`config.mk`:
```
export PLATFORM = sky130hd
export DESIGN_NAME = bbs_random_in_range
export DESIGN_NICKNAME = d
export VERILOG_FILES = /design/src/hw/rtl/bbs_pkg.sv /design/src/hw/rtl/bbs_random_in_range.sv /design/src/hw/rtl/bbs_seq.sv /design/src/hw/rtl/bbs_dp.sv
export SDC_FILE = /design/constraint.sdc
export NUM_CORES = 2
export LEC_CHECK = 0
export BUFFER_PORTS_ARGS = -buffer_cell sky130_fd_sc_hd__buf_2
export CELL_PAD_IN_SITES_DETAIL_PLACEMENT = 2
export CELL_PAD_IN_SITES_GLOBAL_PLACEMENT = 2
export CORE_MARGIN = 1.5
export CORE_UTILIZATION = 43
export DETAILED_ROUTE_END_ITERATION = 10
export GPL_TIMING_DRIVEN = 0
export PLACE_DENSITY_LB_ADDON = 0.1
export SYNTH_ARGS = -nofsm -noshare
export SYNTH_HDL_FRONTEND = slang
export SYNTH_SLANG_ARGS = --single-unit
```
`constraint.sdc`:
```
create_clock -name clk -period 9.5 [get_ports clk]
set_clock_uncertainty 0.05 [all_clocks]
set_input_delay 0.95 -clock clk [delete_from_list [all_inputs] [get_ports clk]]
set_output_delay 0.95 -clock clk [all_outputs]
set_load 0.02 [all_outputs]
```
`src/hw/rtl/bbs_pkg.sv`:
```
// Shared types, constants and the control store of the BBS range generator.
`timescale 1ns / 1ps

package bbs_pkg;

  // Widths of the fixed port fields and of the step counter.
  localparam int unsigned FIELD_W   = 32;
  localparam int unsigned IN_DATA_W = 2 * FIELD_W;
  localparam int unsigned CFG_IDX_W = 1;
  localparam int unsigned PC_W      = 4;

  // Configuration register indexes.
  localparam logic [CFG_IDX_W-1:0] REG_MODULUS = 1'b0;
  localparam logic [CFG_IDX_W-1:0] REG_SEED    = 1'b1;

  // Reset values of the configuration registers.
  localparam logic [FIELD_W-1:0] RESET_MODULUS = 32'd61329181;
  localparam logic [FIELD_W-1:0] RESET_SEED    = 32'd123456;

  // Datapath operations, one per control word.
  typedef enum logic [3:0] {
    OP_NOP,
    OP_LOAD,
    OP_SETUP,
    OP_PRE_INIT,
    OP_DIV_STEP,
    OP_TAKE_REM,
    OP_MUL,
    OP_SQ_INIT,
    OP_TAKE_BIT,
    OP_COMMIT,
    OP_RESULT,
    OP_ERROR
  } op_t;

  // Jump conditions: when true the step counter loads the target, else it advances.
  typedef enum logic [3:0] {
    C_NEVER,
    C_ALWAYS,
    C_NO_ACCEPT,
    C_RANGE_ERR,
    C_K_ZERO,
    C_MOD_ZERO,
    C_CNT_MORE,
    C_K_MORE,
    C_OUT_BUSY
  } cond_t;

  typedef struct packed {
    op_t             op;
    cond_t           cond;
    logic [PC_W-1:0] target;
  } ctrl_t;

  typedef struct packed {
    logic accept;
    logic range_err;
    logic k_zero;
    logic mod_zero;
    logic cnt_more;
    logic k_more;
    logic out_busy;
  } stat_t;

  // Step addresses of the program.
  localparam logic [PC_W-1:0] ST_WAIT     = 4'd0;
  localparam logic [PC_W-1:0] ST_SETUP    = 4'd1;
  localparam logic [PC_W-1:0] ST_K_CHECK  = 4'd2;
  localparam logic [PC_W-1:0] ST_PRE_INIT = 4'd3;
  localparam logic [PC_W-1:0] ST_PRE_DIV  = 4'd4;
  localparam logic [PC_W-1:0] ST_PRE_DONE = 4'd5;
  localparam logic [PC_W-1:0] ST_SQ_MUL   = 4'd6;
  localparam logic [PC_W-1:0] ST_SQ_INIT  = 4'd7;
  localparam logic [PC_W-1:0] ST_SQ_DIV   = 4'd8;
  localparam logic [PC_W-1:0] ST_SQ_BIT   = 4'd9;
  localparam logic [PC_W-1:0] ST_COMMIT   = 4'd10;
  localparam logic [PC_W-1:0] ST_RESULT   = 4'd11;
  localparam logic [PC_W-1:0] ST_RES_END  = 4'd12;
  localparam logic [PC_W-1:0] ST_ERROR    = 4'd13;
  localparam logic [PC_W-1:0] ST_ERR_END  = 4'd14;

  // The program itself. Unused addresses fall back to the wait step.
  function automatic ctrl_t bbs_rom(input logic [PC_W-1:0] pc);
    ctrl_t w;
    unique case (pc)
      ST_WAIT:     w = '{OP_LOAD,     C_NO_ACCEPT, ST_WAIT};
      ST_SETUP:    w = '{OP_SETUP,    C_RANGE_ERR, ST_ERROR};
      ST_K_CHECK:  w = '{OP_NOP,      C_K_ZERO,    ST_RESULT};
      ST_PRE_INIT: w = '{OP_PRE_INIT, C_MOD_ZERO,  ST_SQ_MUL};
      ST_PRE_DIV:  w = '{OP_DIV_STEP, C_CNT_MORE,  ST_PRE_DIV};
      ST_PRE_DONE: w = '{OP_TAKE_REM, C_NEVER,     ST_WAIT};
      ST_SQ_MUL:   w = '{OP_MUL,      C_NEVER,     ST_WAIT};
      ST_SQ_INIT:  w = '{OP_SQ_INIT,  C_MOD_ZERO,  ST_SQ_BIT};
      ST_SQ_DIV:   w = '{OP_DIV_STEP, C_CNT_MORE,  ST_SQ_DIV};
      ST_SQ_BIT:   w = '{OP_TAKE_BIT, C_K_MORE,    ST_SQ_MUL};
      ST_COMMIT:   w = '{OP_COMMIT,   C_NEVER,     ST_WAIT};
      ST_RESULT:   w = '{OP_RESULT,   C_OUT_BUSY,  ST_RESULT};
      ST_RES_END:  w = '{OP_NOP,      C_ALWAYS,    ST_WAIT};
      ST_ERROR:    w = '{OP_ERROR,    C_OUT_BUSY,  ST_ERROR};
      ST_ERR_END:  w = '{OP_NOP,      C_ALWAYS,    ST_WAIT};
      default:     w = '{OP_NOP,      C_ALWAYS,    ST_WAIT};
    endcase
    return w;
  endfunction

endpackage

```
`src/hw/rtl/bbs_random_in_range.sv`:
```
// Top level of the Blum Blum Shub generator with an inclusive range per request.
`timescale 1ns / 1ps
//
// Requests arrive as beats on the s_ channel: range_low in s_tdata[31:0] and
// range_high in s_tdata[63:32]. Each request yields one beat on the m_ channel
// with the number in m_tdata and the range error flag in m_tuser.
// The modulus (index 0) and the seed (index 1) are written through cfg_we,
// cfg_index and cfg_data; the user must write them only while the block is
// idle, which the block itself does not enforce. A seed write loads the
// generator state at once. A request that draws k bits passes setup and the
// bit-count check, then the state is reduced once more by the shared
// shift-subtract remainder unit; k squarings follow, each one multiply,
// VALUE_BITS steps of that unit and the taking of one bit; then the commit,
// and the beat is registered in the result step. The remainder unit sets the
// rate. With a zero modulus the remainder steps are skipped. A single-value
// range goes from the bit-count check to the result step, an inverted range
// from setup to the error step, and both leave the state unchanged. s_tready
// rises again once a result has been registered and the end step passed.
// Reset (synchronous, active high) restores the reset modulus and seed and
// empties the output register. When the receiver stalls, the finished result
// waits in the output register; the next request is still accepted and worked
// on, and the sequencer holds its final step until the register frees.

module bbs_random_in_range
  import bbs_pkg::*;
#(
  parameter int unsigned VALUE_BITS = 32
) (
  input  logic                 clk,
  input  logic                 rst,
  input  logic                 cfg_we,
  input  logic [CFG_IDX_W-1:0] cfg_index,
  input  logic [FIELD_W-1:0]   cfg_data,
  input  logic                 s_tvalid,
  output logic                 s_tready,
  input  logic [IN_DATA_W-1:0] s_tdata,  // range_low [31:0], range_high [63:32]
  output logic                 m_tvalid,
  input  logic                 m_tready,
  output logic [FIELD_W-1:0]   m_tdata,  // random_value [31:0]
  output logic                 m_tuser   // range_error [0]
);

  ctrl_t ctrl;
  stat_t stat;

  // The sequencer steps through the program; the datapath carries it out.
  bbs_seq u_seq (
    .clk  (clk),
    .rst  (rst),
    .stat (stat),
    .ctrl (ctrl)
  );

  bbs_dp #(
    .VALUE_BITS (VALUE_BITS)
  ) u_dp (
    .clk       (clk),
    .rst       (rst),
    .ctrl      (ctrl),
    .stat      (stat),
    .cfg_we    (cfg_we),
    .cfg_index (cfg_index),
    .cfg_data  (cfg_data),
    .s_tvalid  (s_tvalid),
    .s_tready  (s_tready),
    .s_tdata   (s_tdata),
    .m_tvalid  (m_tvalid),
    .m_tready  (m_tready),
    .m_tdata   (m_tdata),
    .m_tuser   (m_tuser)
  );

endmodule

```
`src/hw/rtl/bbs_seq.sv`:
```
// Microcode sequencer: step counter, control store read and jump logic.
`timescale 1ns / 1ps

module bbs_seq
  import bbs_pkg::*;
(
  input  logic  clk,
  input  logic  rst,
  input  stat_t stat,
  output ctrl_t ctrl
);

  logic [PC_W-1:0] pc;
  logic [PC_W-1:0] pc_next;
  logic            take;

  assign ctrl = bbs_rom(pc);

  always_comb begin
    unique case (ctrl.cond)
      C_NEVER:     take = 1'b0;
      C_ALWAYS:    take = 1'b1;
      C_NO_ACCEPT: take = !stat.accept;
      C_RANGE_ERR: take = stat.range_err;
      C_K_ZERO:    take = stat.k_zero;
      C_MOD_ZERO:  take = stat.mod_zero;
      C_CNT_MORE:  take = stat.cnt_more;
      C_K_MORE:    take = stat.k_more;
      C_OUT_BUSY:  take = stat.out_busy;
      default:     take = 1'b1;
    endcase
    pc_next = take ? ctrl.target : pc + PC_W'(1);
  end

  always_ff @(posedge clk) begin
    if (rst) begin
      pc <= ST_WAIT;
    end else begin
      pc <= pc_next;
    end
  end

endmodule

```
`src/hw/rtl/bbs_dp.sv`:
```
// Datapath: configuration, generator state, squarer, shift-subtract remainder unit and output register.
`timescale 1ns / 1ps

module bbs_dp
  import bbs_pkg::*;
#(
  parameter int unsigned VALUE_BITS = 32
) (
  input  logic                 clk,
  input  logic                 rst,
  input  ctrl_t                ctrl,
  output stat_t                stat,
  input  logic                 cfg_we,
  input  logic [CFG_IDX_W-1:0] cfg_index,
  input  logic [FIELD_W-1:0]   cfg_data,
  input  logic                 s_tvalid,
  output logic                 s_tready,
  input  logic [IN_DATA_W-1:0] s_tdata,
  output logic                 m_tvalid,
  input  logic                 m_tready,
  output logic [FIELD_W-1:0]   m_tdata,
  output logic                 m_tuser
);

  localparam int unsigned W  = VALUE_BITS;
  localparam int unsigned PW = 2 * W;
  localparam int unsigned KW = $clog2(W + 1);

  logic [W-1:0]  modulus;
  logic [W-1:0]  gen_state;
  logic [W-1:0]  lo;
  logic [W-1:0]  hi;
  logic [W:0]    range;
  logic [KW-1:0] kcnt;
  logic [KW-1:0] cnt;
  logic [W-1:0]  s;
  logic [PW-1:0] prod;
  logic [W-1:0]  rem;
  logic [W-1:0]  dq;
  logic [W-1:0]  number;
  logic [FIELD_W-1:0] out_value;
  logic          out_err;
  logic          out_valid;

  logic          accept;
  logic          out_free;
  logic [W-1:0]  diff;
  logic [KW-1:0] klen;
  logic [W:0]    trial;
  logic [W-1:0]  rem_next;
  logic [PW-1:0] s_ext;
  logic [W:0]    num_ext;
  logic [W:0]    wrapped;
  logic [W-1:0]  sum;

  assign s_tready = (ctrl.op == OP_LOAD);
  assign accept   = s_tvalid && s_tready;
  assign out_free = !out_valid || m_tready;

  assign m_tvalid = out_valid;
  assign m_tdata  = out_value;
  assign m_tuser  = out_err;

  assign stat.accept    = accept;
  assign stat.range_err = (lo > hi);
  assign stat.k_zero    = (kcnt == '0);
  assign stat.mod_zero  = (modulus == '0);
  assign stat.cnt_more  = (cnt != KW'(1));
  assign stat.k_more    = (kcnt != KW'(1));
  assign stat.out_busy  = !out_free;

  // Bit length of hi - lo gives the number of bits to draw.
  always_comb begin
    diff = hi - lo;
    klen = '0;
    for (int i = 0; i < W; i++) begin
      if (diff[i]) begin
        klen = KW'(i + 1);
      end
    end
  end

  // One restoring step; the remainder stays below the modulus throughout.
  always_comb begin
    trial = {rem, dq[W-1]};
    if (trial >= {1'b0, modulus}) begin
      trial = trial - {1'b0, modulus};
    end
    rem_next = trial[W-1:0];
  end

  // The drawn number is below twice the range, so one subtraction reduces it.
  always_comb begin
    s_ext   = PW'(s);
    num_ext = {1'b0, number};
    wrapped = (num_ext >= range) ? num_ext - range : num_ext;
    sum     = wrapped[W-1:0] + lo;
  end

  // Configuration and generator state.
  always_ff @(posedge clk) begin
    if (rst) begin
      modulus   <= RESET_MODULUS[W-1:0];
      gen_state <= RESET_SEED[W-1:0];
    end else begin
      if (cfg_we) begin
        unique case (cfg_index)
          REG_MODULUS: modulus   <= cfg_data[W-1:0];
          REG_SEED:    gen_state <= cfg_data[W-1:0];
          default:     ;
        endcase
      end else if (ctrl.op == OP_COMMIT) begin
        gen_state <= s;
      end
    end
  end

  // Output register valid.
  always_ff @(posedge clk) begin
    if (rst) begin
      out_valid <= 1'b0;
    end else if ((ctrl.op == OP_RESULT || ctrl.op == OP_ERROR) && out_free) begin
      out_valid <= 1'b1;
    end else if (m_tready) begin
      out_valid <= 1'b0;
    end
  end

  // Working registers, driven by the current control word.
  always_ff @(posedge clk) begin
    unique case (ctrl.op)
      OP_LOAD: begin
        if (accept) begin
          lo <= s_tdata[W-1:0];
          hi <= s_tdata[FIELD_W +: W];
        end
      end
      OP_SETUP: begin
        range  <= {1'b0, diff} + (W + 1)'(1);
        kcnt   <= klen;
        number <= '0;
        s      <= gen_state;
      end
      OP_PRE_INIT: begin
        rem <= '0;
        dq  <= s;
        cnt <= KW'(W);
      end
      OP_DIV_STEP: begin
        rem <= rem_next;
        dq  <= {dq[W-2:0], 1'b0};
        cnt <= cnt - KW'(1);
      end
      OP_TAKE_REM: begin
        s <= rem;
      end
      OP_MUL: begin
        prod <= s_ext * s_ext;
      end
      OP_SQ_INIT: begin
        rem <= stat.mod_zero ? prod[W-1:0] : prod[PW-1:W];
        dq  <= prod[W-1:0];
        cnt <= KW'(W);
      end
      OP_TAKE_BIT: begin
        s      <= rem;
        number <= {number[W-2:0], rem[0]};
        kcnt   <= kcnt - KW'(1);
      end
      OP_RESULT: begin
        if (out_free) begin
          out_value <= FIELD_W'(sum);
          out_err   <= 1'b0;
        end
      end
      OP_ERROR: begin
        if (out_free) begin
          out_value <= '0;
          out_err   <= 1'b1;
        end
      end
      OP_NOP, OP_COMMIT: ;
      default: ;
    endcase
  end

endmodule

```
==> results by group <==
Setup path
  – End of the worst register-to-register path: u_dp.prod[62]$_DFFE_PN_
  – Max incr delay on CP: 0.59 ns
  – R2R cell count: 28
  – Reg2reg setup slack: 0.12 ns
  – Slowest-stage cell, CP: fa_1
  – WS Path Type: reg -> reg
  – Worst path required time: 9.92 ns
  – Crit path max fanout: 10
  – Reg-to-Reg Start: u_dp.s[16]$_DFFE_PP_
  – Most frequent CP cell: fa_1
  – Crit start category: flip-flop
  – Crit end category: flip-flop
  – Critical Path AT: 9.80 ns

Yosys
  – Share of the synthesized area in the top cell type: 29.9%
  – Synth Instances: 5421
  – Synth top cells by count: 1132 x inv_1, 796 x fa_1, 439 x ha_1
  – Sequential-to-total area share from yosys stat: 21.8%
  – Area leader, netlist: fa_1
  – Synth top area cells: fa_1 30%, edfxtp_1 19%, ha_1 10%, inv_1 8.0%, dfxtp_1 3.0%
  – Number of synthesized flops with an enable pin: 333
  – Cell area after synthesis: 53300 um2
  – Synth unique cells: 100
  – Post-synthesis area per instance: 9.83 um2
  – Most common cell in the netlist: inv_1
  – Synth Register Bits: 414
  – Synth Net Count: 6758
  – Synth warn: 0
  – Synth async-reset ratio: 0%
  – Primary FF master, synth: edfxtp_1

Floorplanning
  – I/O pins: 137
  – # rows: 128
  – Die Area: 126000 um2
  – Starting Density: 43.5%
  – Die X: 355 um
  – Core area: 122000 um2
  – Die height: 355 um

Clock tree
  – Sink Count: 414
  – Clock Latency Late Sink: 0.61 ns
  – TritonCTS clock tree: built
  – Clk root buf: clkbuf_16
  – Hold_buf cts: 0
  – Clock tree buffer depth: 3
  – CTS Buf Count: 48
  – CTS H-tree depth: 2
  – Clock slew at reported path FFs: 0.07 ns

Timing
  – Final Cycle Share: 98.8%
  – RSZ-0062 raised after global routing: true
  – Fin crit period: 9.38 ns
  – Fmax: 0.107 GHz
  – Final Hold Viols: 0
  – Relative slew slack: 22.9%
  – Worst Slack Setup Final: 0.119 ns
  – Slew Limit Fails: 0
  – Slew of the pin with the lowest slew margin: 1.16 ns
  – Final setup fails: 0

Routing
  – DR WL/cell: 29.6 um
  – DRC errors left: 0
  – Vias/cell: 5.70
  – Detail Route Antenna Nets: 0
  – Drt total wl: 217000 um
  – Drt pass-1 iters: 7
  – Drt initial violations: 2812
  – Total number of vias: 41700

Cells and area
  – Fill count: 13000
  – Layout cells sized above 1: 8.42%
  – Register area: 11600 um2
  – Final cell count without fillers: 7318
  – Area added between synthesis and finish: 9.95%
  – Final net count: 6986
  – Area of the multi-input gates: 36700 um2

Run status
  – Status: completed

Placement
  – Placed insts: 7196
  – Hpwl dp: 177000 um
  – Pre-CTS setup slack: -2.21 ns
  – Placer Congestion: 0.916
  – I/O Buffers: 136

GRT
  – GRT Resource Usage Total: 34.7%
  – Vias in the first global route: 47900
  – Initial antenna violation count: 27
  – Pin count of the biggest net entering global routing: 60
  – Gr ovfl total: 0
  – First-pass GRT wire length: 319000 um

Worst hold path
  – Hold Path Origin: u_dp.modulus[28]$_SDFFE_PP0P_
  – Min-delay worst type: reg -> reg
  – Worst Hold End: u_dp.modulus[28]$_SDFFE_PP0P_
  – Hold Path Stages: 2

Run
  – Max-cap check violation count: 0
## metal layers
layer | track usage, % | vias up | share of wire (%)
met1 | 42.5 | 22000 | 39
met3 | 4.68 | 513 | 5.6
met2 | 59.3 | 1306 | 49
li1 | - | 17900 | -
met5 | 0 | - | 0.040
met4 | 18.5 | 14 | 6.4
## timing repair
| action | in CTS | in global routing |
|---|---|---|
| buffers inserted | 24 | 7 |
| gates resized for setup | 136 | 69 |
| endpoints found under the setup margin | 46 | 10 |
| pin swaps | 0 | 2 |
## cells in the final DEF (no fill, tap or decap), drive strengths merged, types with 110 or more instances in the layout
cell type  netlist  layout
clkbuf         186     223
buf             17     215
a21oi          201     201
ha             439     439
and2           248     248
nand2          431     431
edfxtp         333     333
xnor2          145     145
o21ai          118     118
nor2           233     233
inv           1135    1136
xor2           110     110
fa             796     796
## worst max-delay path: cells and delay by family, from the launching register on
family          cells  cell delay [ns]
fa+ha+maj           9             4.42
compound gates      9             2.25
buf+inv             6             1.13
simple gates        4             0.99
flops               1             0.36
## worst max-delay path by stage
stage                               startpoint                      end  slack, ns  cells after the start
final                     u_dp.s[16]$_DFFE_PP_  u_dp.prod[62]$_DFFE_PN_       0.12                     28
after global routing      u_dp.s[19]$_DFFE_PP_  u_dp.prod[62]$_DFFE_PN_     -0.002                     30
after CTS                  u_dp.s[8]$_DFFE_PP_  u_dp.prod[63]$_DFFE_PN_       0.01                     29
after detailed placement   u_dp.s[5]$_DFFE_PP_  u_dp.prod[63]$_DFFE_PN_      -2.21                     29
after global placement    u_dp.s[15]$_DFFE_PP_  u_dp.prod[63]$_DFFE_PN_      -2.12                     28
after floorplan           u_dp.s[19]$_DFFE_PP_  u_dp.prod[62]$_DFFE_PN_       1.44                     30
## kinds of logic after synthesis
family / Yosys count / share of synthesized area [%]
buffers and inverters: 1340 / 9.49
AND/OR/NAND/NOR: 1279 / 11.8
adder cells (fa/ha/maj): 1235 / 40.2
AO/OA/AOI/OAI: 746 / 9.44
flip-flops: 414 / 21.8
XOR/XNOR: 255 / 4.25
multiplexers: 152 / 2.99
## through the flow
step / TNS [ns] / hold slack, ns / area [um2] / util, %
6_report: 0 / 0.433 / 58600 / 47.9
5_1_grt: -0.00213 / 0.449 / 58600 / 47.9
4_1_cts: 0 / 0.434 / 58400 / 47.8
3_5_place_dp: -51.53 / 0.422 / 56300 / 46.0
3_3_place_gp: -48.66 / 0.416 / 56000 / 45.8
2_1_floorplan: 0 / 0.399 / 53300 / -
## state kept, by name, summed over array words and instances, names as in the netlist
signal / cells
u_dp.modulus: 32
u_dp.rem: 32
u_dp.dq: 32
u_dp.m_tdata: 32
u_dp.kcnt: 6
u_dp.number: 32
u_dp.range: 33
u_dp.lo: 32
u_seq.pc: 4
u_dp.s: 32
u_dp.cnt: 6
u_dp.prod: 63
u_seq.ctrl: 12
u_dp.hi: 32
u_dp.m_tvalid: 1
u_dp.m_tuser: 1
u_dp.gen_state: 32
## cell type report
type                    count  area share, %
clock inverters            32          0.538
clock buffers              58           2.17
multi-input cells        3667           62.7
well taps                1625           3.47
diodes                      4         0.0171
repair buffers            181           2.14
inverters                1137           7.31
plain buffers             200           1.82
flip-flops and latches    414           19.8
Power is left out: the tool's default activity adds up to more than one toggle a clock period on the data nets, which glitch-free logic cannot reach.
